`config.mk`:
```
export PLATFORM = sky130hd
export DESIGN_NAME = haar2d_butterfly
export DESIGN_NICKNAME = d
export VERILOG_FILES = /design/src/sv/haar2d_pkg.sv /design/src/sv/haar2d_butterfly.sv
export SDC_FILE = /design/constraint.sdc
export NUM_CORES = 1
export LEC_CHECK = 0
export BUFFER_PORTS_ARGS = -buffer_cell sky130_fd_sc_hd__buf_4
export CAP_MARGIN = 10
export CORE_MARGIN = 1.5
export CORE_UTILIZATION = 30
export CTS_CLUSTER_SIZE = 30
export DETAILED_ROUTE_END_ITERATION = 7
export RECOVER_POWER = 100
export SKIP_LAST_GASP = 1
export SLEW_MARGIN = 20
export SYNTH_ARGS = -nofsm -noshare
export SYNTH_HDL_FRONTEND = slang
export SYNTH_SLANG_ARGS = --single-unit
```
`constraint.sdc`:
```
create_clock -name clk -period 5.33 [get_ports clk]
set_clock_uncertainty 0.05 [all_clocks]
set_input_delay 1.3325 -clock clk [delete_from_list [all_inputs] [get_ports clk]]
set_output_delay 1.3325 -clock clk [all_outputs]
set_load 0.02 [all_outputs]
```
`src/sv/haar2d_pkg.sv`:
```
package haar2d_pkg;

	localparam int unsigned MAX_WIDTH_DEF = 2048;
	localparam int unsigned HEIGHT_LIMIT  = 2048;
	localparam int unsigned PIXEL_BITS    = 8;
	localparam int unsigned DIM_BITS      = 12;
	localparam int unsigned DEF_WIDTH     = 512;
	localparam int unsigned DEF_HEIGHT    = 512;
	localparam int unsigned TDATA_BITS    = 40;

	typedef enum logic {
		REG_IMAGE_WIDTH  = 1'b0,
		REG_IMAGE_HEIGHT = 1'b1
	} cfg_reg_t;

	typedef logic [PIXEL_BITS-1:0] pixel_t;

	// position of one beat inside the frame
	typedef struct packed {
		logic odd_row;
		logic odd_col;
		logic last;
	} pos_t;

	typedef struct packed {
		logic                       frame_end;
		logic signed [PIXEL_BITS+1:0] diag;
		logic signed [PIXEL_BITS:0]   vdetail;
		logic signed [PIXEL_BITS:0]   hdetail;
		logic [PIXEL_BITS-1:0]        approx;
	} coef_t;

endpackage

```
`src/sv/haar2d_butterfly.sv`:
```
module haar2d_butterfly (
	input  logic               clk,
	input  logic               arst_n,
	input  logic               valid_s1,
	input  haar2d_pkg::pos_t   pos_s1,
	input  haar2d_pkg::pixel_t px_s1,
	input  haar2d_pkg::pixel_t rd_s1,
	input  logic               out_ready,
	output logic               adv,
	output logic               out_valid,
	output haar2d_pkg::coef_t  coef
);
	import haar2d_pkg::*;

	localparam int unsigned P = PIXEL_BITS;

	pixel_t                tl_q, bl_q;
	logic [P-1:0]          s0, s1;
	logic signed [P:0]     d0, d1;
	logic [P-1:0]          s0_s2, s1_s2;
	logic signed [P:0]     d0_s2, d1_s2;
	logic                  last_s2, valid_s2;
	logic                  out_v_q, en_out;
	coef_t                 coef_q;
	logic [P:0]            asum;
	logic signed [P+1:0]   hsum, hrnd;

	assign en_out = !out_v_q || out_ready;
	assign adv    = !valid_s2 || en_out;

	// left column of the block: pixel above and the left-bottom pixel
	always_ff @(posedge clk) begin
		if (valid_s1 && adv && !pos_s1.odd_col) begin
			tl_q <= rd_s1;
			bl_q <= px_s1;
		end
	end

	// column sums are non-negative, so the halving is a plain shift
	always_comb begin
		s0 = P'(({1'b0, tl_q} + {1'b0, bl_q}) >> 1);
		s1 = P'(({1'b0, rd_s1} + {1'b0, px_s1}) >> 1);
		d0 = $signed({1'b0, tl_q}) - $signed({1'b0, bl_q});
		d1 = $signed({1'b0, rd_s1}) - $signed({1'b0, px_s1});
	end

	always_ff @(posedge clk) begin
		if (valid_s1 && adv && pos_s1.odd_col) begin
			s0_s2   <= s0;
			s1_s2   <= s1;
			d0_s2   <= d0;
			d1_s2   <= d1;
			last_s2 <= pos_s1.last;
		end
	end

	always_ff @(posedge clk or negedge arst_n) begin
		if (!arst_n) begin
			valid_s2 <= 1'b0;
		end else if (adv) begin
			valid_s2 <= valid_s1 && pos_s1.odd_col;
		end
	end

	// hdetail rounds toward zero: bias negative sums by one before the shift
	always_comb begin
		asum = {1'b0, s0_s2} + {1'b0, s1_s2};
		hsum = {d0_s2[P], d0_s2} + {d1_s2[P], d1_s2};
		hrnd = hsum + (P+2)'(hsum[P+1]);
	end

	always_ff @(posedge clk) begin
		if (en_out && valid_s2) begin
			coef_q.approx    <= asum[P:1];
			coef_q.hdetail   <= hrnd[P+1:1];
			coef_q.vdetail   <= $signed({1'b0, s0_s2}) - $signed({1'b0, s1_s2});
			coef_q.diag      <= {d0_s2[P], d0_s2} - {d1_s2[P], d1_s2};
			coef_q.frame_end <= last_s2;
		end
	end

	always_ff @(posedge clk or negedge arst_n) begin
		if (!arst_n) begin
			out_v_q <= 1'b0;
		end else if (en_out) begin
			out_v_q <= valid_s2;
		end
	end

	assign out_valid = out_v_q;
	assign coef      = coef_q;

endmodule

```
# ---- After elaboration in Yosys (flattened, before gate mapping)
# Index checks and enable logic that the tools add are counted.
dict set report op_classes {
  n_addsub 9
  reduce_logical 10
}
# operator count
set op_table {}
lappend op_table {{$add 8x8->9} 3}
lappend op_table {{$sub 8x8->9} 3}
lappend op_table {{$add 10x1->10} 1}
lappend op_table {{$add 9x9->10} 1}
lappend op_table {{$sub 9x9->10} 1}
lappend op_table {{$logic_and 1x1->1} 5}
lappend op_table {{$logic_not 1->1} 3}
lappend op_table {{$logic_or 1x1->1} 2}
dict set report word_totals {
  reg_bits 90
  input_bits 23
  out_inout_bits 39
}

# ---- Longest topological paths before layout
# Gate-level depths: netlist (run 1).
dict set report logic_depth {
  ltp_word 5
  depth_mapped 9
  mapped_depth_nobuf 9
}

# ---- Worst setup path before layout (run 1)
# Ideal clock, no wire load.
dict set report synth_path {
  path_type {input to output}
  from {input port out_ready}
  to {output port adv}
  t_arrival_ns 1.631
  required_ns 3.948
  setup_slack_ns 2.317
  path_stages 1
  path_cell_list {nand3b_1}
}
dict set report synth_between {
  elab_chain_cells 2
}
# element line_no
set synth_lines {}
lappend synth_lines {{from (decl)} haar2d_butterfly.sv:8} ;# input logic out_ready,
lappend synth_lines {{$logic_or 1x1->1} haar2d_butterfly.sv:28} ;# assign en_out = !out_v_q || out_ready;
lappend synth_lines {{$logic_or 1x1->1} haar2d_butterfly.sv:29} ;# assign adv = !valid_s2 || en_out;
lappend synth_lines {{to (decl)} haar2d_butterfly.sv:9} ;# output logic adv,
# No other way between the ends.

# ---- Worst setup path in the final report (run 1)
dict set report layout_path {
  from {input port out_ready}
  to {register s1_s2[3] (enable)}
}
dict set report layout_between {
  elab_chain_cells 4
}
# element line_no
set layout_lines {}
lappend layout_lines {{$logic_or 1x1->1} haar2d_butterfly.sv:28}
lappend layout_lines {{$logic_or 1x1->1} haar2d_butterfly.sv:29}
lappend layout_lines {{$logic_and 1x1->1 (2 in series)} haar2d_butterfly.sv:48} ;# if (valid_s1 && adv && pos_s1.odd_col) begin
lappend layout_lines {{to (signal assigned)} haar2d_butterfly.sv:50} ;# s1_s2 <= s1;
lappend layout_lines {{to (decl)} haar2d_butterfly.sv:20} ;# logic [P-1:0] s0_s2, s1_s2;
# No other way between the ends.
# A chain may end at the register's enable or synchronous reset.

==> results of run 1 <==
-- synth_stat cells (10+ instances only) --
cell type / count / share of area
edfxtp_1: 88 / 0.47
inv_1: 79 / 0.053
a21oi_1: 32 / 0.029
xor2_1: 21 / 0.033
ha_1: 66 / 0.15
nand2b_1: 14 / 0.016
xnor2_1: 25 / 0.039
nor2b_1: 15 / 0.017
nor2_1: 25 / 0.017
o21ai_0: 28 / 0.025
nand2_1: 10 / 0.0067
-- where the power goes --
part | internal (mW) | switching (mW) | total [mW]
clock | 0.319 | 0.268 | 0.586
sequential | 0.873 | 0.0249 | 0.898
combinational | 0.172 | 0.275 | 0.447
-- critical path, stage by stage --
cell      delay [ns]
clkbuf_4        0.10
nand3b_1        0.15
nand3_1         0.11
inv_1           0.06
clkbuf_1        1.40
-- cell families after synthesis --
kind of cell,Yosys count,synth area share
adders and majority gates,74,0.176
xor gates and xnor gates,46,0.0721
DFF,90,0.482
AOI/OAI and AO/OA,100,0.110
buffers and inverters,84,0.0575
and+or+nand+nor,99,0.102
-- layout make-up --
cell class / instances / share of cell area
Timing Repair Buffer: 63 / 0.0396
Clock inverter: 7 / 0.00827
Inverter: 79 / 0.0467
Tap cell: 229 / 0.0451
Sequential cell: 90 / 0.424
Multi-Input combinational cell: 319 / 0.401
Clock buffer: 9 / 0.0355
-- sequential cells by signal, summed over array words and instances (netlist names) --
name,cells
coef,37
d0_s2,9
d1_s2,9
bl_q,8
s0_s2,8
s1_s2,8
tl_q,8
last_s2,1
out_valid,1
valid_s2,1
-- worst paths after layout --
path | cells after the start | from | slack (ns) | endpoint
min in group asynchronous | 1 | arst_n | 0.71 | out_valid$_DFFE_PN0P_
setup / recovery | 5 | out_ready | 2.02 | s1_s2[3]$_DFFE_PP_
max in group asynchronous | 1 | arst_n | 4.40 | valid_s2$_DFFE_PN0N_
hold reg to reg | 0 | last_s2$_DFFE_PP_ | 0.37 | coef[36]$_DFFE_PP_
hold / removal | 0 | last_s2$_DFFE_PP_ | 0.37 | coef[36]$_DFFE_PP_
setup reg to reg | 8 | d1_s2[1]$_DFFE_PP_ | 2.46 | coef[16]$_DFFE_PP_
-- through the flow --
stage / area, µm² / power, mW / setup WS, ns / std cells
floorplan: 5590 / 1.25 / 2.32 / 493
global placement: 6330 / 1.39 / 2.11 / 780
detailed placement: 6330 / 1.40 / 2.10 / 780
CTS: 6600 / 1.99 / 2.11 / 796
global route: 6350 / 2.05 / 1.80 / 796
finish: 6350 / 1.93 / 2.02 / 796
-- routing by layer --
layer / global-route usage / wire (µm) / vias to the layer above
li1: - / - / 1842
met1: 0.132 / 4780 / 1698
met2: 0.192 / 5070 / 68
met3: 0.0265 / 441 / 12
met4: 0.0599 / 214 / 0
met5: 0 / 0 / -
==> flow_metrics.env, run 1 <==
export IMPL_core_area_um2=18100
export IMPL_synth_area_um2=5590
export IMPL_seq_area_um2=2690
export IMPL_first_global_vias=3672
export IMPL_hold_class="reg2reg"
export IMPL_rsz0062_at_grt="false"
export IMPL_startpoint_type="input pin"
export IMPL_tns_ns=0
export IMPL_cts_made_buffers=9
export IMPL_clkLatencyLatePin_ns=0.34
export IMPL_clock_root_buffer="clkbuf_16"
export IMPL_holdWs_ns=0.374
export IMPL_drc=5
export IMPL_irDropWorstVdd_v=0.000121
export IMPL_critPathKind="in2reg"
export IMPL_initial_core_util=0.308
export IMPL_post_cts_buffers=0
export IMPL_nets=659
export IMPL_overflow=0
export IMPL_drt_iter0_drc=139
export IMPL_cts_resized_gates=0
export IMPL_outcome="finished with violations"
export IMPL_slew_violations=74
export IMPL_syn_num_nets=590
export IMPL_synth_seq_cells=90
export IMPL_crit_fanout=35
export IMPL_p_leak_nw=2.56
export IMPL_layout_commonest_cell="edfxtp_1"
export IMPL_cp_arrival_ns=3.19
export IMPL_die_w_um=140
export IMPL_async_reset_ff_frac=0.0222
export IMPL_final_util=0.350
export IMPL_fmax_mhz=302
export IMPL_ant_nets=0
export IMPL_hold_violations=0
export IMPL_routabilityCongestion=0.867
export IMPL_clkTransAtPathRegs_ns=0.07
export IMPL_nFillCells=1804
export IMPL_synth_seq_area_share=0.482
export IMPL_io_pin_count=62
export IMPL_synth_ff_type="edfxtp_1"
export IMPL_power_density_nw_per_um2=304
export IMPL_syn_inst=493
export IMPL_cts_tree="done"
export IMPL_relSlewSlack=-0.322
export IMPL_row_count=49
export IMPL_chipHeight_um=140
export IMPL_end_kind="flop"
export IMPL_synth_distinct_cells=46
export IMPL_wl_per_cell_um=13.2
export IMPL_cts_max_path_buffers=2
export IMPL_post_dp_hpwl_mm=8.37
export IMPL_drive_gt1_frac=0.0547
export IMPL_cap_violations=2
export IMPL_final_cell_mix="edfxtp_1 (88), inv_1 (79), ha_1 (66)"
export IMPL_vias=3620
export IMPL_violations="design-rule violations, max-capacitance violations, max-slew violations"
export IMPL_grt_start_max_net_pins=38
export IMPL_die_area_um2=19500
export IMPL_drt_pass1_iterations=6
export IMPL_multi_input_area_um2=2550
export IMPL_hold_buffers=0
export IMPL_fin_crit_ns=3.31
export IMPL_finalSetupViolCount=0
export IMPL_track_usage=0.113
export IMPL_n_antenna_cell=0
export IMPL_cp_data_required_time_ns=5.21
export IMPL_port_buffers=60
export IMPL_worstMarginPinSlew_ns=1.98
export IMPL_grt_pass1_wl_mm=17.3
export IMPL_drt_total_wl_mm=10.5
export IMPL_area_growth_pct=13.6
export IMPL_ys_warn_count=0
export IMPL_antenna_found_initial=0
export IMPL_synth_edff_count=88
export IMPL_numClockSinks=90
export IMPL_cts_max_level=3
export IMPL_vias_per_cell=4.55
export IMPL_postSynthAreaPerCell_um2=11.3
export IMPL_final_period_utilization=0.621
No activity file was read; power rests on OpenSTA's default activity.
==> run 2: changes to the inputs <==
ABC_AREA = 1   (was default)
clock period = 3.1 ns   (was 5.33 ns; I/O delays follow)
==> flow_metrics.env, run 2 <==
export IMPL_synth_ff_type="edfxtp_1"
export IMPL_largest_register_ffs=37
export IMPL_hold_violations=0
export IMPL_cap_violations=0
export IMPL_vias_per_cell=4.39
export IMPL_post_cts_buffers=0
export IMPL_drt_pass1_iterations=4
export IMPL_rsz0062_at_grt="false"
export IMPL_p_seq_frac=0.463
export IMPL_layout_commonest_cell="inv_1"
export IMPL_finalSetupViolCount=0
export IMPL_drt_total_wl_mm=10.7
export IMPL_synth_edff_count=88
export IMPL_io_pin_count=62
export IMPL_async_reset_ff_frac=0.0222
export IMPL_slew_violations=0
export IMPL_antenna_found_initial=0
export IMPL_synth_area_um2=5710
export IMPL_grt_start_max_net_pins=38
export IMPL_drive_gt1_frac=0.0645
export IMPL_synth_distinct_cells=40
export IMPL_synth_common_cells="inv_1 (92), edfxtp_1 (88), ha_1 (66), nand2_1 (58), a21oi_1 (50)"
export IMPL_synth_seq_cells=90
export IMPL_crit_fanout=7
export IMPL_nFillCells=1918
export IMPL_critPathKind="reg2reg"
export IMPL_cts_made_buffers=9
export IMPL_cts_max_level=3
export IMPL_finalPower_mw=3.35
export IMPL_final_cell_area_um2=6420
export IMPL_initial_core_util=0.305
export IMPL_ys_top_cells_by_area="edfxtp_1 (46%), ha_1 (14%), xor2_1 (6.1%)"
export IMPL_cts_resized_gates=0
export IMPL_p_sw_frac=0.308
export IMPL_cp_data_required_time_ns=3.15
export IMPL_grt_pass1_wl_mm=17.4
export IMPL_numClockSinks=90
export IMPL_ant_nets=0
export IMPL_worstReg2RegStart="d0_s2[4]$_DFFE_PP_"
export IMPL_irDropWorstVdd_v=0.000248
export IMPL_startpoint_type="flop"
export IMPL_place_area_um2=6410
export IMPL_track_usage=0.111
export IMPL_core_area_um2=18700
export IMPL_first_global_vias=3589
export IMPL_worstMarginPinSlew_ns=0.965
export IMPL_syn_inst=536
export IMPL_synth_top_cell_by_area="edfxtp_1"
export IMPL_wl_per_cell_um=12.7
export IMPL_seq_area_um2=2690
export IMPL_n_antenna_cell=0
export IMPL_row_count=50
export IMPL_overflow=0
export IMPL_clkTransAtPathRegs_ns=0.06
export IMPL_tns_ns=0
export IMPL_outcome="completed"
export IMPL_hold_buffers=0
export IMPL_syn_num_nets=633
export IMPL_chipHeight_um=141
export IMPL_routabilityCongestion=0.845
export IMPL_end_kind="flop"
export IMPL_relSlewSlack=0.357
export IMPL_vias=3687
export IMPL_final_cell_mix="inv_1 (92), edfxtp_1 (88), ha_1 (66)"
export IMPL_die_area_um2=19900
export IMPL_ys_warn_count=0
export IMPL_drt_iter0_drc=123
export IMPL_synth_top_area_share=0.463
export IMPL_die_w_um=141
export IMPL_ff2ff_setup_slack_ns=0.61
export IMPL_p_switching_mw=1.03
export IMPL_p_clk_frac=0.287
export IMPL_drc=0
export IMPL_fmax_mhz=401
export IMPL_final_period_utilization=0.805
export IMPL_hold_class="in2async"
export IMPL_clkLatencyLatePin_ns=0.34
export IMPL_post_dp_hpwl_mm=8.47
export IMPL_placed_cells=824
export IMPL_finalNonFillerCells=839
export IMPL_area_growth_pct=12.6
export IMPL_power_density_nw_per_um2=522
export IMPL_cp_startpoint="d0_s2[4]$_DFFE_PP_"
export IMPL_p_leak_nw=2.75
export IMPL_cp_arrival_ns=2.54
export IMPL_multi_input_area_um2=2570
export IMPL_cts_max_path_buffers=2
export IMPL_p_int_mw=2.32
export IMPL_pwr_share_comb=0.251
export IMPL_synth_seq_area_share=0.472
export IMPL_port_buffers=60
export IMPL_nets=698
export IMPL_cts_tree="done"
export IMPL_synth_most_common_cell="inv_1"
export IMPL_fin_crit_ns=2.49
export IMPL_clock_root_buffer="clkbuf_16"
export IMPL_postSynthAreaPerCell_um2=10.6
[run 2: cell count changes after synthesis, moves of 11 or more]
cell,delta
a21oi_1,+18
nor2b_1,-15
nand2b_1,-14
nand3_1,+11
xnor2_1,-17
inv_1,+13
nand2_1,+48
o21ai_0,-16
xor2_1,+19
[run 2: kinds of logic after synthesis]
kind of cell / share of synthesized area
buffers and inverters: 0.0750
AND/OR/NAND/NOR: 0.107
adder cells (fa/ha/maj): 0.173
XOR/XNOR: 0.0765
AO/OA/AOI/OAI: 0.0973
flip-flops: 0.472
[run 2: worst max-delay path, cell delays in order, from the launching register on]
cell      delay [ns]
edfxtp_1        0.39
ha_1            0.50
inv_2           0.06
a21oi_1         0.28
nand2_2         0.10
nand2_1         0.10
nand2_1         0.09
nand2_4         0.09
nand3_4         0.10
nor2_1          0.28
nand3_1         0.11
nand2_1         0.07
nand2_1         0.05
[run 2: area by class of cell]
type	instances	share of cell area
Clock buffer	10	0.0356
Clock inverter	5	0.00351
Inverter	95	0.0559
Multi-Input combinational cell	342	0.401
Sequential cell	90	0.419
Tap cell	234	0.0456
Timing Repair Buffer	63	0.0395
[run 2: final timing paths]
kind / endpoint / depth (start not counted)
setup reg to reg: coef[15]$_DFFE_PP_ / 12
min in group clk: coef[36]$_DFFE_PP_ / 0
setup / recovery: coef[15]$_DFFE_PP_ / 12
hold / removal: valid_s2$_DFFE_PN0N_ / 1
hold reg to reg: coef[36]$_DFFE_PP_ / 0
max in group asynchronous: out_valid$_DFFE_PN0P_ / 1
[run 2: routing by layer]
metal | global-route usage | part of all wire | vias up
met5 | 0 | 0 | -
li1 | - | - | 1923
met2 | 0.177 | 0.45 | 71
met4 | 0.0417 | 0.015 | 0
met3 | 0.0190 | 0.032 | 10
met1 | 0.151 | 0.51 | 1683
[run 2: power by group through the flow]
| stage | combinational (mW) | sequential, mW | clock (mW) |
|---|---|---|---|
| 2_1_floorplan | 0.582 | 1.64 | 0 |
| 3_3_place_gp | 0.898 | 1.58 | 0 |
| 3_5_place_dp | 0.910 | 1.58 | 0 |
| 4_1_cts | 0.913 | 1.55 | 0.996 |
| 5_1_grt | 0.947 | 1.56 | 1.04 |
| 6_report | 0.840 | 1.55 | 0.961 |
[run 2: through the flow]
stage / setup slack, ns / utilization / hold WS, ns
floorplan: 0.706 / - / 0.350
global placement: 0.400 / 0.343 / 0.351
detailed placement: 0.381 / 0.343 / 0.355
CTS: 0.744 / 0.356 / 0.148
global route: 0.306 / 0.343 / 0.162
finish: 0.605 / 0.343 / 0.165
==> run 3: changes to the inputs <==
clock period = 2.55 ns   (was 3.1 ns; I/O delays follow)
==> flow_metrics.env, run 3 (synthesized netlist as in run 2, its figures left out) <==
export IMPL_startpoint_type="flop"
export IMPL_largest_register_ffs=37
export IMPL_grt_pass1_wl_mm=17.4
export IMPL_power_density_nw_per_um2=649
export IMPL_cp_startpoint="d1_s2[0]$_DFFE_PP_"
export IMPL_antenna_found_initial=0
export IMPL_n_antenna_cell=0
export IMPL_post_cts_buffers=0
export IMPL_cp_data_required_time_ns=2.60
export IMPL_irDropWorstVdd_v=0.000241
export IMPL_finalSetupViolCount=0
export IMPL_grt_start_max_net_pins=38
export IMPL_dr_wl_met2_mm=4.74
export IMPL_worstMarginPinSlew_ns=0.938
export IMPL_drt_iter0_drc=133
export IMPL_die_w_um=141
export IMPL_initial_core_util=0.305
export IMPL_core_area_um2=18700
export IMPL_io_pin_count=62
export IMPL_wl_per_cell_um=12.6
export IMPL_drive_gt1_frac=0.0735
export IMPL_nFillCells=1906
export IMPL_clkTransAtPathRegs_ns=0.06
export IMPL_end_kind="flop"
export IMPL_chipHeight_um=141
export IMPL_hp_start="last_s2$_DFFE_PP_"
export IMPL_overflow=0
export IMPL_track_usage=0.112
export IMPL_relSlewSlack=0.375
export IMPL_first_global_vias=3624
export IMPL_finalNonFillerCells=846
export IMPL_placed_cells=829
export IMPL_pre_cts_slack_ns=0.0179
export IMPL_worstReg2RegStart="d1_s2[0]$_DFFE_PP_"
export IMPL_layout_commonest_cell="inv_1"
export IMPL_final_period_utilization=0.901
export IMPL_row_count=50
export IMPL_rsz0062_at_grt="false"
export IMPL_hold_violations=0
export IMPL_multi_input_area_um2=2590
export IMPL_cts_tree="done"
export IMPL_cts_resized_gates=0
export IMPL_drt_pass1_iterations=4
export IMPL_port_buffers=60
export IMPL_final_cell_mix="inv_1 (93), edfxtp_1 (88), ha_1 (66)"
export IMPL_fmax_mhz=435
export IMPL_drc=0
export IMPL_vias_per_cell=4.36
export IMPL_die_area_um2=19900
export IMPL_fin_crit_ns=2.30
export IMPL_cp_arrival_ns=2.35
export IMPL_cts_max_path_buffers=2
export IMPL_seq_area_um2=2690
export IMPL_p_leak_nw=2.78
export IMPL_routabilityCongestion=0.831
export IMPL_cap_violations=0
export IMPL_hold_class="reg2reg"
export IMPL_holdWs_ns=0.373
export IMPL_nets=704
export IMPL_hold_buffers=1
export IMPL_finalPower_mw=4.23
export IMPL_ant_nets=0
export IMPL_crit_fanout=5
export IMPL_cts_max_level=3
export IMPL_fin_ws_ns=0.253
export IMPL_tns_ns=0
export IMPL_area_growth_pct=14.3
export IMPL_slew_violations=0
export IMPL_clock_root_buffer="clkbuf_16"
export IMPL_m1WireLength_mm=5.37
export IMPL_wl_met3_um=404
export IMPL_vias=3687
export IMPL_clkLatencyLatePin_ns=0.35
export IMPL_numClockSinks=90
export IMPL_outcome="completed"
export IMPL_critPathKind="reg2reg"
export IMPL_post_dp_hpwl_mm=8.52
export IMPL_drt_total_wl_mm=10.7
export IMPL_cts_made_buffers=9
export IMPL_top_layer_used="met4"
-- run 3: where the power goes --
group | leakage [nW] | switching (mW) | total, mW | internal (mW)
clock | 0.137 | 0.562 | 1.32 | 0.756
combinational | 1.80 | 0.676 | 1.03 | 0.355
sequential | 0.847 | 0.0542 | 1.88 | 1.83
total | 2.78 | 1.29 | 4.23 | 2.94
-- run 3: final timing paths --
check                                         to  slack [ns]  depth (start not counted)
setup / recovery              coef[15]$_DFFE_PP_        0.25                         11
hold / removal                coef[36]$_DFFE_PP_        0.37                          0
setup reg to reg              coef[15]$_DFFE_PP_        0.25                         11
hold reg to reg               coef[36]$_DFFE_PP_        0.37                          0
max in group asynchronous  out_valid$_DFFE_PN0P_        1.77                          2
min in group asynchronous   valid_s2$_DFFE_PN0N_        0.56                          2
-- run 3: worst max-delay path, cell delays in order, from the launching register on --
cell      delay, ns
edfxtp_1       0.43
ha_1           0.24
fa_1           0.41
nand2_1        0.10
nand2_2        0.09
xor2_2         0.18
nor2_4         0.12
nand2_2        0.08
nor2_4         0.16
nand3_1        0.08
nand2_1        0.06
nand2_1        0.05
-- run 3: area by class of cell --
type	count	share of cell area
clock buffers	9	0.0345
clock inverters	7	0.0107
inverters	95	0.0550
multi-input cells	342	0.398
flip-flops and latches	90	0.413
well taps	234	0.0449
repair buffers	69	0.0445
-- run 3: layer usage --
layer | vias up | global-route usage
met5 | - | 0
met4 | 0 | 0.0428
met3 | 10 | 0.0248
met2 | 67 | 0.180
met1 | 1680 | 0.148
li1 | 1930 | -
-- run 3: metrics by stage --
step,utilization,cell area [µm²]
3_3_place_gp,0.346,6460
5_1_grt,0.349,6530
6_report,0.349,6530
3_5_place_dp,0.346,6460
4_1_cts,0.362,6770
2_1_floorplan,-,5710
