<file path="src/sv/haar2d_pkg.sv">
package haar2d_pkg;

	localparam int unsigned MAX_WIDTH_DEF = 2048;
	localparam int unsigned HEIGHT_LIMIT  = 2048;
	localparam int unsigned PIXEL_BITS    = 8;
	localparam int unsigned DIM_BITS      = 12;
	localparam int unsigned DEF_WIDTH     = 512;
	localparam int unsigned DEF_HEIGHT    = 512;
	localparam int unsigned TDATA_BITS    = 40;

	typedef enum logic {
		REG_IMAGE_WIDTH  = 1'b0,
		REG_IMAGE_HEIGHT = 1'b1
	} cfg_reg_t;

	typedef logic [PIXEL_BITS-1:0] pixel_t;

	// position of one beat inside the frame
	typedef struct packed {
		logic odd_row;
		logic odd_col;
		logic last;
	} pos_t;

	typedef struct packed {
		logic                       frame_end;
		logic signed [PIXEL_BITS+1:0] diag;
		logic signed [PIXEL_BITS:0]   vdetail;
		logic signed [PIXEL_BITS:0]   hdetail;
		logic [PIXEL_BITS-1:0]        approx;
	} coef_t;

endpackage

</file>
<file path="src/sv/haar2d_raster.sv">
module haar2d_raster #(
	parameter int unsigned MAX_WIDTH = haar2d_pkg::MAX_WIDTH_DEF
) (
	input  logic                         clk,
	input  logic                         arst_n,
	input  logic                         cfg_valid,
	input  logic [0:0]                   cfg_index,
	input  logic [haar2d_pkg::DIM_BITS-1:0] cfg_data,
	input  logic                         step,
	output haar2d_pkg::pos_t             pos,
	output logic [$clog2(MAX_WIDTH)-1:0] addr
);
	import haar2d_pkg::*;

	localparam int unsigned AW    = $clog2(MAX_WIDTH);
	localparam int unsigned CW    = $clog2(MAX_WIDTH + 1);
	localparam int unsigned RW    = $clog2(HEIGHT_LIMIT + 1);
	localparam int unsigned W_RST = (DEF_WIDTH > MAX_WIDTH) ? MAX_WIDTH : DEF_WIDTH;

	logic [CW-1:0] w_q, w_d;
	logic [RW-1:0] h_q, h_d;
	logic [CW-1:0] col_q, col, col_inc;
	logic [RW-1:0] row_q, row_a, row, row_inc;
	logic          wrap_c, end_row;

	// clamp geometry once, at the register write
	always_comb begin
		if (cfg_data < DIM_BITS'(2)) begin
			w_d = CW'(2);
		end else if (32'(cfg_data) > MAX_WIDTH) begin
			w_d = CW'(MAX_WIDTH);
		end else begin
			w_d = CW'(cfg_data);
		end
		if (cfg_data < DIM_BITS'(2)) begin
			h_d = RW'(2);
		end else if (32'(cfg_data) > HEIGHT_LIMIT) begin
			h_d = RW'(HEIGHT_LIMIT);
		end else begin
			h_d = RW'(cfg_data);
		end
	end

	always_ff @(posedge clk or negedge arst_n) begin
		if (!arst_n) begin
			w_q <= CW'(W_RST);
			h_q <= RW'(DEF_HEIGHT);
		end else if (cfg_valid) begin
			case (cfg_reg_t'(cfg_index))
				REG_IMAGE_WIDTH:  w_q <= w_d;
				REG_IMAGE_HEIGHT: h_q <= h_d;
				default: ;
			endcase
		end
	end

	// counters left beyond a shrunken bound wrap before use
	always_comb begin
		wrap_c  = (col_q >= w_q);
		col     = wrap_c ? '0 : col_q;
		row_a   = row_q + RW'(wrap_c);
		row     = (row_a >= h_q) ? '0 : row_a;
		col_inc = col + CW'(1);
		row_inc = row + RW'(1);
		end_row = (col_inc >= w_q);
	end

	always_ff @(posedge clk or negedge arst_n) begin
		if (!arst_n) begin
			col_q <= '0;
			row_q <= '0;
		end else if (step) begin
			col_q <= end_row ? '0 : col_inc;
			if (end_row) begin
				row_q <= (row_inc >= h_q) ? '0 : row_inc;
			end else begin
				row_q <= row;
			end
		end
	end

	always_comb begin
		pos.odd_row = row[0];
		pos.odd_col = col[0];
		pos.last    = row[0] && col[0]
			&& (row[RW-1:1] == (RW-1)'(h_q[RW-1:1] - 1'b1))
			&& (col[CW-1:1] == (CW-1)'(w_q[CW-1:1] - 1'b1));
		addr = col[AW-1:0];
	end

endmodule

</file>
<file path="config.mk">
export PLATFORM = sky130hd
export DESIGN_NAME = haar2d_raster
export DESIGN_NICKNAME = d
export VERILOG_FILES = /design/src/sv/haar2d_pkg.sv /design/src/sv/haar2d_raster.sv
export SDC_FILE = /design/constraint.sdc
export NUM_CORES = 1
export LEC_CHECK = 0
export BUFFER_PORTS_ARGS = -buffer_cell sky130_fd_sc_hd__buf_2
export CELL_PAD_IN_SITES_DETAIL_PLACEMENT = 1
export CELL_PAD_IN_SITES_GLOBAL_PLACEMENT = 2
export CORE_MARGIN = 1
export CORE_UTILIZATION = 24
export DETAILED_ROUTE_END_ITERATION = 8
export GPL_TIMING_DRIVEN = 0
export PLACE_DENSITY_LB_ADDON = 0.1
export SYNTH_ARGS = -nofsm -noshare
export SYNTH_HDL_FRONTEND = slang
export SYNTH_SLANG_ARGS = --single-unit
</file>
<file path="constraint.sdc">
create_clock -name clk -period 14.77 [get_ports clk]
set_input_delay 0.7385 -clock clk [delete_from_list [all_inputs] [get_ports clk]]
set_output_delay 0.7385 -clock clk [all_outputs]
set_load 0.1 [all_outputs]
</file>
==> After elaboration in Yosys (flattened, before gate mapping) <==
Index checks and enable logic that the tools add are counted.
{ "totals": {"ff_bits": 48, "in_bits": 17, "wordCells": 30} }
{ "classes": {"add_sub_neg": 5, "order_cmp": 6, "eq_ne": 2, "muxes": 7, "bitwise": 1, "n_reduce_logical": 5} }
{ "ops": {"columns": ["operator", "n"], "rows": [
  ["12-bit two-way mux", 7],
  ["12-bit greater-or-equal comparator", 4],
  ["12-bit by 1-bit adder with 12-bit output, second input constant", 2],
  ["11-bit equality test", 2],
  ["11-bit by 1-bit subtractor with 11-bit output, second input constant", 2],
  ["12-bit by 1-bit adder with 12-bit output", 1],
  ["12-bit > comparator, second input constant", 1],
  ["12-bit by 2-bit < comparator with 1-bit output, second input constant", 1],
  ["2-bit AND reduction", 2],
  ["1-bit logical AND", 3],
  ["1-bit NOT", 1]
]} }

==> Depth between registers and ports, before layout <==
Gate-level depths: netlist of the first run.
{ "depth": {"depth_word": 8, "ltp_mapped": 39, "depth_no_buf": 35} }

==> Worst setup path after synthesis of the first run <==
OpenSTA, ideal clock, no wires.
{ "synth_path": {"kind": "reg-to-reg", "start": "reg w_q[1]", "end": "reg row_q[3]", "setup_time_ns": 0.078, "arrival_time_ns": 7.363, "setup_slack_ns": 7.329, "stages_incl_launch_ff": 39, "n_path_buf": 3, "period_less_slack_ns": 7.441, "path_cell_list": "dfrtp_1 > clkbuf_1 > inv_1 > ha_1 > nand2_1 > o21ai_0 > a41oi_1 > o21a_1 > clkbuf_8 > inv_2 > ha_1 > nand2_1 > nor4_4 > nand2_1 > xor2_1 > inv_1 > ha_1 > a21o_1 > (+3 left out) > clkbuf_8 > or2_2 > inv_1 > ha_1 > o21a_1 > o31ai_1 > nor3_1 > and3_1 > and2_1 > xnor2_1 > nor2_1 > ha_1 > a21o_1 > a21oi_1 > o21ai_1 > nor2_1 > a22oi_1 > o2bb2ai_1"} }
{ "synth_rtl": {"columns": ["item", "line_no", "rtl"], "rows": [
  ["from (decl)", "haar2d_raster.sv:20", "logic [CW-1:0] w_q, w_d;"],
  ["from (signal assigned)", "haar2d_raster.sv:46", "w_q <= CW'(W_RST);"],
  ["from (signal assigned)", "haar2d_raster.sv:50", "REG_IMAGE_WIDTH: w_q <= w_d;"],
  ["to (signal assigned)", "haar2d_raster.sv:75", "row_q <= (row_inc >= h_q) ? '0 : row_inc;"],
  ["to (signal assigned)", "haar2d_raster.sv:77", "row_q <= row;"],
  ["to (decl)", "haar2d_raster.sv:23", "logic [RW-1:0] row_q, row_a, row, row_inc;"]
]} }

==> Worst setup path in the final report of the first run <==
{ "layout_path": {"start": "reg w_q[1]", "end": "reg row_q[3]"} }
{ "layout_via": {"elab_chain_len": 8} }
{ "layout_rtl": {"columns": ["item", "line_no", "rtl"], "rows": [
  ["12-bit greater-or-equal comparator", "haar2d_raster.sv:59", "wrap_c = (col_q >= w_q);"],
  ["12-bit by 1-bit adder with 12-bit output", "haar2d_raster.sv:61", "row_a = row_q + RW'(wrap_c);"],
  ["12-bit greater-or-equal comparator", "haar2d_raster.sv:62", "row = (row_a >= h_q) ? '0 : row_a;"],
  ["12-bit two-way mux", "haar2d_raster.sv:62", null],
  ["12-bit by 1-bit adder with 12-bit output", "haar2d_raster.sv:64", "row_inc = row + RW'(1);"],
  ["12-bit greater-or-equal comparator", "haar2d_raster.sv:75", null],
  ["12-bit two-way mux", "haar2d_raster.sv:75", null],
  ["12-bit two-way mux (*)", "haar2d_raster.sv:74", "if (end_row) begin"]
]} }
Mark *: on every way between the ends. The rest lies on a longest branch, timed or not.
A chain may end at the register's enable or synchronous reset.

==> run_results.csv, run 1 <==
group,metric,value,unit
global_routing,grt_max_degree,49,
clocking,cts_num_sinks,48,
place,dpl.hpwl,13.6,mm
global_routing,grt.met2_usage,31.3,%
clocking,clockBufferDepth,2,
clocking,cts-resized-gates,0,
critical_path,rr_startpoint,"w_q[1]",
critical_path,slowest_delay,0.60,ns
sta,skew,0.0144,ns
die,die_h,144,um
synth,async_reset_ff_share,100,%
detailed_routing,vias,4378,
clocking,cts_tree,"done",
place,gp_routability_congestion,0.777,
sta,min_period,8.77,ns
die,fp.dieArea,20700,sq um
sta,worst_slew_pin_slew,1.22,ns
sta,rsz0062_at_grt,"false",
clocking,insertion_delay,0.31,ns
synth,ys.flop_type,"dfrtp_1",
die,top_level_ports,31,
critical_path,path_common_cell,"ha_1",
clocking,cts-root-buf,"clkbuf_16",
detailed_routing,routedWlPerCell,18.3,um
critical_path,worstPathArrival,9.00,ns
global_routing,grt.met3_usage,2.00,%
sta,hold_viol,0,
critical_path,cp-start-kind,"register",
pwr,ir_drop,54.8,uV
synth,ys_types,69,
synth,synth_edf_count,0,
sta,timing.fmax,114,MHz
layout,diodes,0,
sta,setup_viol,0,
sta,slew_viol_final,0,
clocking,hold_buffers,0,
place,numPortBuffers,29,
detailed_routing,routed_wl,16.5,mm
die,rows,51,
global_routing,grt_pass1_wl,26.5,mm
sta,slew_headroom,18.5,%
global_routing,grt_pass1_vias,4625,
detailed_routing,viasPerCell,4.84,
layout,finalNetCount,710,
sta,fin_ws,6.00,ns
critical_path,path_class,"register to register",
hold_path,min_path_type,"register to register",
clocking,clk_pin_slew,0.08,ns
critical_path,crit_path_top_delay_cell,"nor2_1",
global_routing,use_met1,21.6,%
global_routing,antenna_found_initial,0,
sta,fin_crit_sh,59.4,%
detailed_routing,first_pass_iters,4,
die,dieWidth,144,um
synth,syn_area,4840,sq um
synth,syn_area_per_cell,8.02,sq um
critical_path,reg2reg_slack,6.00,ns
place,place_ws,5.83,ns
sta,final.setup.tns,0,ns
clocking,post_cts.repair.setup_buffers,0,
clocking,clock_tree.htree_level_count,2,
global_routing,grt-ovfl-total,0,
clocking,numCtsBuffers,5,
detailed_routing,final_antenna_net_count,0,
critical_path,critPathLaunch,"w_q[1]",
detailed_routing,drt-initial-drc-count,146,
die,start_util,24.7,%
global_routing,top_usage_layer,"met2",
hold_path,hp-start,"h_q[9]",
pwr,power_density,166,nW/um^2
critical_path,cp_max_fo,11,
synth,syn-num-nets,674,
die,core,19600,sq um
synth,yosysSeqAreaShare,24.9,%
layout,drive_gt1_share,11.3,%
status,outcome,"complete, no violations",
synth,synth_seq_cells,48,
pwr,leakagePower,2.47,nW
detailed_routing,post-route-drc-count,0,
synth,yosys_warnings,0,
layout,fillerInstances,2387,
run,maxCapViolCount,0,
critical_path,end_kind,"register",
layout,areaGrowthSynthToFinish,13.1,%
global_routing,track_usage,17.3,%
synth,synthCells,603,
layout,design_area,5470,sq um
place,dpl-instance-area,5310,sq um
critical_path,worst_ep_required_time,15.00,ns
-- power breakdown --
group          total (mW)  switching [mW]  internal [mW]
Combinational       0.597           0.398          0.199
Clock               0.125          0.0529         0.0723
Sequential          0.184          0.0296          0.154
Total               0.906           0.481          0.425
-- cell usage in the layout (no fill, tap or decap), types with 3 or more instances in the layout --
cell type,netlist,layout
o21a_1,3,3
or2_2,3,3
clkbuf_1,16,17
a22oi_1,5,5
a211oi_1,4,4
o2bb2ai_1,7,7
nand3b_1,3,3
xor2_1,9,9
nand2_1,68,68
o31ai_1,4,4
nand2b_1,18,18
xnor2_1,48,48
mux2_2,4,4
and3_1,12,12
nor3_1,14,14
or3_1,3,3
nand4_1,10,10
nor2b_1,5,5
o21ai_0,50,50
a21oi_1,23,23
ha_1,54,54
buf_2,4,33
clkbuf_8,3,5
nor4_1,7,7
inv_2,3,3
a211o_1,3,3
and2_1,6,6
nor2_1,42,42
a21o_1,10,10
clkbuf_16,0,5
dfrtp_1,46,46
nand3_1,20,20
inv_1,45,45
o21ai_1,4,4
-- path summary, 6_finish.rpt --
path / to / cells past startpoint
max in group asynchronous: col_q[11] / 1
max reg2reg: row_q[3] / 39
max: row_q[3] / 39
min: h_q[9] / 2
min reg2reg: h_q[9] / 2
min in group asynchronous: w_q[7] / 1
-- critical path, delay by kind of cell (launching register included) --
family,cells,cell delay [ns]
AO/OA/AOI/OAI,14,2.57
flip-flops,1,0.32
buffers and inverters,8,1.58
XOR/XNOR,2,0.51
adder cells (fa/ha/maj),5,1.55
AND/OR/NAND/NOR,10,2.14
-- logic make-up after synthesis --
logic type,Yosys count,synth area share [%]
compound gates,135,17.8
simple gates,229,24.8
mux,4,0.931
buf+inv,74,6.62
flops,48,24.9
fa+ha+maj,54,14.0
xor+xnor,59,11.0
-- state kept, by name, summed over array words and instances, names as in the netlist --
name / flops
w_q: 12
col_q: 12
h_q: 12
row_q: 12
-- cell type report --
type | count | area (sq um) | share of cell area [%]
flip-flops and latches | 48 | 1200 | 22.0
inverters | 48 | 180 | 3.29
well taps | 265 | 332 | 6.06
multi-input cells | 481 | 3310 | 60.6
repair buffers | 29 | 145 | 2.65
plain buffers | 26 | 140 | 2.56
clock buffers | 8 | 156 | 2.86
-- per-layer routing --
layer	vias to the layer above	part of all wire [%]
li1	2177	-
met1	2157	47
met5	-	0
met2	33	50
met3	11	1.4
met4	0	1.3
-- synth_stat cells (3+ instances only) --
cell	count	area, sq um
xor2_1	9	78.8
dfrtp_1	46	1150
or3_1	3	18.8
a21oi_1	23	115
mux2_2	4	45.0
nor4_1	7	43.8
nor2_1	42	158
nand4_1	10	62.6
nand3_1	20	100
nand3b_1	3	22.5
a21o_1	10	75.1
o21ai_1	4	20.0
o21a_1	3	22.5
and3_1	12	75.1
or2_2	3	18.8
o2bb2ai_1	7	61.3
buf_2	4	20.0
inv_1	45	169
ha_1	54	676
o21ai_0	50	250
o31ai_1	4	30.0
a22oi_1	5	37.5
nand2_1	68	255
a211o_1	3	26.3
clkbuf_1	16	60.1
a211oi_1	4	30.0
and2_1	6	37.5
xnor2_1	48	420
inv_2	3	11.3
nor2b_1	5	31.3
clkbuf_8	3	41.3
nor3_1	14	70.1
nand2b_1	18	113
-- through the flow --
stage	hold WS [ns]	utilization [%]	instances	total power, mW
after floorplan	0.443	-	603	0.623
after global placement	0.502	27.1	897	0.781
after global routing	0.572	27.9	905	0.989
after CTS	0.526	27.9	905	0.924
after detailed placement	0.517	27.1	897	0.793
final	0.529	27.9	905	0.906
(Power assumes the default switching activity.)
==> inputs of run 2 (changes only) <==
- ABC_AREA: default -> 1
- clock period: 14.77 -> 7.2 ns (I/O delays scaled with it)
==> run 2 against run 1 <==
Synthesized area is 7.2% higher. Flip-flop and latch count stayed put. First-iteration DRC count is 42% higher. Utilization hardly changed. Clock-buffer cell count is 3 lower. Clock power is 130% higher. Routed wire length is 10% higher.
==> run_results.csv, run 2 <==
group,metric,value,unit
sta,fin_crit_sh,93.9,%
synth,synthTopCellsByCount,"nand2_1, inv_1, nor2_1, ha_1, nand3_1",
die,core,21100,sq um
place,numPortBuffers,29,
global_routing,track_usage,17.3,%
die,dieWidth,149,um
die,top_level_ports,31,
critical_path,path_class,"register to register",
critical_path,cp-start-kind,"register",
synth,yosys-top-cells-area,"dfrtp_1, nand2_1, ha_1",
sta,min_period,6.76,ns
synth,synth_seq_cells,48,
critical_path,slowest_delay,0.52,ns
clocking,cts_tree,"done",
pwr,ir_drop,131,uV
synth,async_reset_ff_share,100,%
critical_path,crit_path_top_delay_cell,"dfstp_2",
sta,slew_headroom,19.0,%
hold_path,min_path_type,"primary input to asynchronous set/reset pin",
clocking,hold_buffers,0,
critical_path,reg2reg_slack,0.44,ns
critical_path,end_kind,"register",
sta,timing.fmax,148,MHz
detailed_routing,viasPerCell,4.59,
status,outcome,"complete, no violations",
synth,yosysSeqAreaShare,23.2,%
synth,syn_area,5190,sq um
place,gp_routability_congestion,0.786,
sta,hold_viol,0,
die,die_h,149,um
layout,diodes,0,
synth,synth_edf_count,0,
clocking,cts-root-buf,"clkbuf_16",
critical_path,reg2reg_depth,39,
synth,yosysMostFrequentCell,"nand2_1",
synth,syn_area_per_cell,6.75,sq um
global_routing,antenna_found_initial,0,
detailed_routing,routedWlPerCell,16.9,um
clocking,numCtsBuffers,5,
layout,areaGrowthSynthToFinish,13.4,%
detailed_routing,routed_wl,18.2,mm
pwr,leakagePower,3.20,nW
clocking,post_cts.repair.setup_buffers,0,
run,maxCapViolCount,0,
layout,finalNetCount,875,
sta,slew_viol_final,0,
sta,skew,0.00993,ns
critical_path,worstPathArrival,7.00,ns
layout,layout_common_cells,"nand2_1, inv_1, nor2_1, ha_1, nand3_1",
synth,synth_top_cell_by_area,"dfrtp_1",
critical_path,rr_startpoint,"w_q[9]",
detailed_routing,first_pass_iters,4,
synth,ys.flop_type,"dfrtp_1",
detailed_routing,post-route-drc-count,0,
layout,final_common_cell,"nand2_1",
detailed_routing,final_antenna_net_count,0,
clocking,clk_pin_slew,0.07,ns
clocking,clockBufferDepth,2,
clocking,clock_tree.htree_level_count,2,
clocking,insertion_delay,0.31,ns
global_routing,grt_max_degree,49,
layout,fin_util,27.9,%
layout,drive_gt1_share,14.8,%
global_routing,grt-ovfl-total,0,
synth,yosys_warnings,0,
detailed_routing,vias,4953,
synth,ys_types,43,
critical_path,r2r-end,"row_q[9]",
die,start_util,24.6,%
die,rows,53,
sta,setup_viol,0,
critical_path,cp_max_fo,10,
synth,syn-num-nets,839,
sta,rsz0062_at_grt,"false",
global_routing,grt_pass1_wl,28.7,mm
die,fp.dieArea,22200,sq um
sta,final.setup.tns,0,ns
sta,fin_ws,0.436,ns
detailed_routing,drt-initial-drc-count,207,
layout,fillerInstances,2667,
clocking,cts_num_sinks,48,
place,dpl.hpwl,15.6,mm
pwr,power_density,283,nW/um^2
synth,synthCells,768,
place,place_ws,0.0762,ns
global_routing,grt_pass1_vias,5158,
sta,worst_slew_pin_slew,1.22,ns
synth,synth.top_cell.area_share,22.2,%
critical_path,worst_ep_required_time,7.44,ns
[run 2: metrics by stage]
stage | hold slack [ns] | instances | power, mW | area [sq um]
2_1_floorplan | 0.0644 | 768 | 1.12 | 5190
3_3_place_gp | 0.475 | 1072 | 1.37 | 5680
3_5_place_dp | 0.474 | 1072 | 1.39 | 5680
4_1_cts | 0.326 | 1080 | 1.69 | 5840
5_1_grt | 0.329 | 1080 | 1.82 | 5880
6_report | 0.271 | 1080 | 1.67 | 5880
[run 2: worst max-delay path by stage]
| stage | from | endpoint | slack (ns) | cells after the start |
|---|---|---|---|---|
| floorplan | w_q[9] | row_q[11] | 1.17 | 37 |
| global placement | w_q[9] | row_q[9] | 0.16 | 39 |
| detailed placement | w_q[9] | row_q[9] | 0.08 | 39 |
| CTS | w_q[9] | row_q[9] | 0.02 | 38 |
| global route | w_q[9] | row_q[9] | 0.02 | 36 |
| finish | w_q[9] | row_q[9] | 0.44 | 39 |
[run 2: cell type report]
type | instances | area, sq um | area share [%]
Buffer | 12 | 80.1 | 1.36
Clock buffer | 5 | 125 | 2.13
Clock inverter | 3 | 42.5 | 0.723
Inverter | 135 | 512 | 8.70
Multi-Input combinational cell | 573 | 3430 | 58.3
Sequential cell | 48 | 1200 | 20.5
Tap cell | 275 | 344 | 5.85
Timing Repair Buffer | 29 | 145 | 2.47
[run 2: per-layer routing]
metal  share of wire (%)  wire (um)  vias up  track usage [%]
li1                    -          -     2524                -
met1                  53       9740     2369             25.6
met2                  44       7950       53             27.1
met3                 2.0        373        7             1.62
met4                0.87        159        0             3.67
met5                   0          0        -                0
[run 2: critical path: cells and delay by family (launching register included)]
| kind | cells | cell delay (ns) |
|---|---|---|
| flops | 1 | 0.52 |
| buf+inv | 7 | 0.96 |
| compound gates | 1 | 0.37 |
| fa+ha+maj | 5 | 1.44 |
| simple gates | 26 | 3.39 |
[run 2: report_power, final]
group	internal (mW)	total (mW)	leakage [nW]	switching (mW)
clock	0.164	0.282	0.0798	0.118
sequential	0.315	0.366	0.622	0.0519
combinational	0.296	1.02	2.50	0.722
[run 2: what timing repair did]
action | CTS | global route
hold endpoints to repair | 0 | 0
gates resized for setup | 0 | 9
setup endpoints to repair | 0 | 12
[run 2: kinds of logic (layout without fill, tap and decap cells)]
logic type	Yosys count	count (layout)	share of synthesized area, %
xor+xnor	27	27	5.14
flops	48	48	23.2
simple gates	410	410	38.2
compound gates	82	82	9.09
fa+ha+maj	54	54	13.0
buf+inv	147	184	11.3
==> inputs of run 3 (changes only) <==
- ABC_AREA: 1 -> default
- GPL_ROUTABILITY_DRIVEN: default -> 0
- clock period: 7.2 -> 5.6 ns (I/O delays scaled with it)
==> run 3 against run 2 <==
The flow now finishes with violations (setup timing). Fmax increased by 6.9%. Clock skew down 0.0028 ns. Routed wire length rose by 3.4%. Final area is 16% higher. First-iteration DRC count is 31% lower. Critical path type unchanged.
==> run_results.csv, run 3 (synthesis gave the netlist of run 1 again) <==
group,metric,value,unit
sta,fin_hold_ws,0.0251,ns
pwr,leakagePower,2.93,nW
layout,areaGrowthSynthToFinish,40.5,%
sta,slew_viol_final,0,
detailed_routing,viasPerCell,4.87,
critical_path,path_common_cell,"ha_4",
layout,layout_common_cells,"buf_4, nand2_1, o21ai_0, xnor2_1",
place,place_ws,-2.13,ns
layout,final_common_cell,"buf_4",
layout,diodes,0,
clocking,numCtsBuffers,5,
global_routing,grt_pass1_vias,5115,
detailed_routing,routedWlPerCell,19.4,um
status,outcome,"finished, violations left",
clocking,hold_buffers,0,
global_routing,grt_max_degree,49,
detailed_routing,drt-initial-drc-count,143,
place,numPortBuffers,29,
global_routing,grt-ovfl-total,0,
place,dpl.hpwl,13.7,mm
place,dpl-instance-area,5520,sq um
sta,worst_slew_pin_slew,0.718,ns
critical_path,path_class,"register to register",
clocking,clk_pin_slew,0.07,ns
global_routing,grt_pass1_wl,29.6,mm
sta,fin_ws,-0.725,ns
critical_path,cp_max_fo,6,
layout,design_area,6800,sq um
sta,skew,0.00715,ns
run,maxCapViolCount,0,
detailed_routing,final_antenna_net_count,0,
clocking,insertion_delay,0.30,ns
die,start_util,24.7,%
sta,hold_viol,0,
clocking,cts_num_sinks,48,
pwr,power_density,453,nW/um^2
clocking,cts-root-buf,"clkbuf_16",
die,die_h,144,um
critical_path,worstPathArrival,6.57,ns
sta,slew_headroom,52.1,%
detailed_routing,routed_wl,18.9,mm
critical_path,slowest_delay,0.39,ns
die,rows,51,
layout,finalNetCount,776,
die,top_level_ports,31,
critical_path,reg2reg_slack,-0.73,ns
sta,min_period,6.33,ns
detailed_routing,post-route-drc-count,0,
die,core,19600,sq um
clocking,clockBufferDepth,2,
layout,fillerInstances,2281,
sta,rsz0062_at_grt,"true",
die,dieWidth,144,um
detailed_routing,vias,4728,
status,violations,"setup timing",
layout,drive_gt1_share,35.0,%
critical_path,cp-start-kind,"register",
sta,timing.fmax,158,MHz
critical_path,crit_path_top_delay_cell,"dfrtp_1",
pwr,ir_drop,184,uV
clocking,cts_tree,"done",
critical_path,end_kind,"register",
detailed_routing,first_pass_iters,4,
sta,fin_crit_sh,113,%
global_routing,antenna_found_initial,0,
die,fp.dieArea,20700,sq um
hold_path,min_path_type,"primary input to asynchronous set/reset pin",
global_routing,track_usage,19.4,%
critical_path,worst_ep_required_time,5.84,ns
clocking,clock_tree.htree_level_count,2,
sta,setup_viol,13,
run 3: cell count changes in the layout (fill, tap and decap cells not counted), sizes merged, moves of 11 or more:
cell,before,now
nand3,62,20
clkbuf,11,26
buf,35,102
xnor2,4,50
nor2,78,42
nand4,27,10
o21ai,37,55
xor2,23,9
nand2,229,69
inv,130,47
and3,0,12
nand2b,0,18
nor3,5,16
run 3: area by class of cell:
class	instances	area, sq um	share of cell area, %
clock buffers	8	146	2.15
flip-flops and latches	48	1220	17.9
well taps	265	332	4.88
plain buffers	26	201	2.96
multi-input cells	482	4020	59.2
repair buffers	94	672	9.89
inverters	48	204	3.00
run 3: worst max-delay path, delay by kind of cell, from the launching register on:
kind                     cells  cell delay, ns
XOR/XNOR                     2            0.32
AO/OA/AOI/OAI               13            1.97
flip-flops                   1            0.39
AND/OR/NAND/NOR             10            1.47
buffers and inverters        8            0.94
adder cells (fa/ha/maj)      5            1.15
run 3: metal layers:
metal / vias to the layer above / track usage [%] / part of all wire (%)
li1: 2330 / - / -
met3: 17 / 2.23 / 2.0
met2: 35 / 35.9 / 53
met4: 0 / 5.54 / 1.7
met1: 2346 / 23.1 / 44
met5: - / 0 / 0
run 3: power by group:
| part | leakage, nW | switching (mW) | internal (mW) |
|---|---|---|---|
| registers | 0.606 | 0.0803 | 0.409 |
| logic | 2.25 | 1.33 | 0.931 |
| clock network | 0.0712 | 0.143 | 0.179 |
run 3: final timing paths:
kind                             to         from  cells after the start
min reg2reg                  h_q[9]       h_q[9]                      2
max                        row_q[1]       w_q[7]                     38
min in group clk             w_q[0]  cfg_data[0]                      3
min                         w_q[10]       arst_n                      1
max reg2reg                row_q[1]       w_q[7]                     38
max in group asynchronous  col_q[1]       arst_n                      1
run 3: per-stage QoR:
step	total power, mW	instances	setup TNS, ns	util, %
2_1_floorplan	1.75	603	-7.85	-
3_3_place_gp	2.19	897	-28.80	28.2
3_5_place_dp	2.21	897	-28.73	28.2
4_1_cts	2.99	961	-9.06	33.3
5_1_grt	3.31	971	-12.23	34.7
6_report	3.08	971	-8.22	34.7
run 3: timing repair:
item                                    in CTS  in global routing
pin swaps                                   36                 30
buffers inserted                            55                 13
endpoints found under the setup margin      25                 21
gates resized for setup                     89                 46
gates cloned                                 1                  0
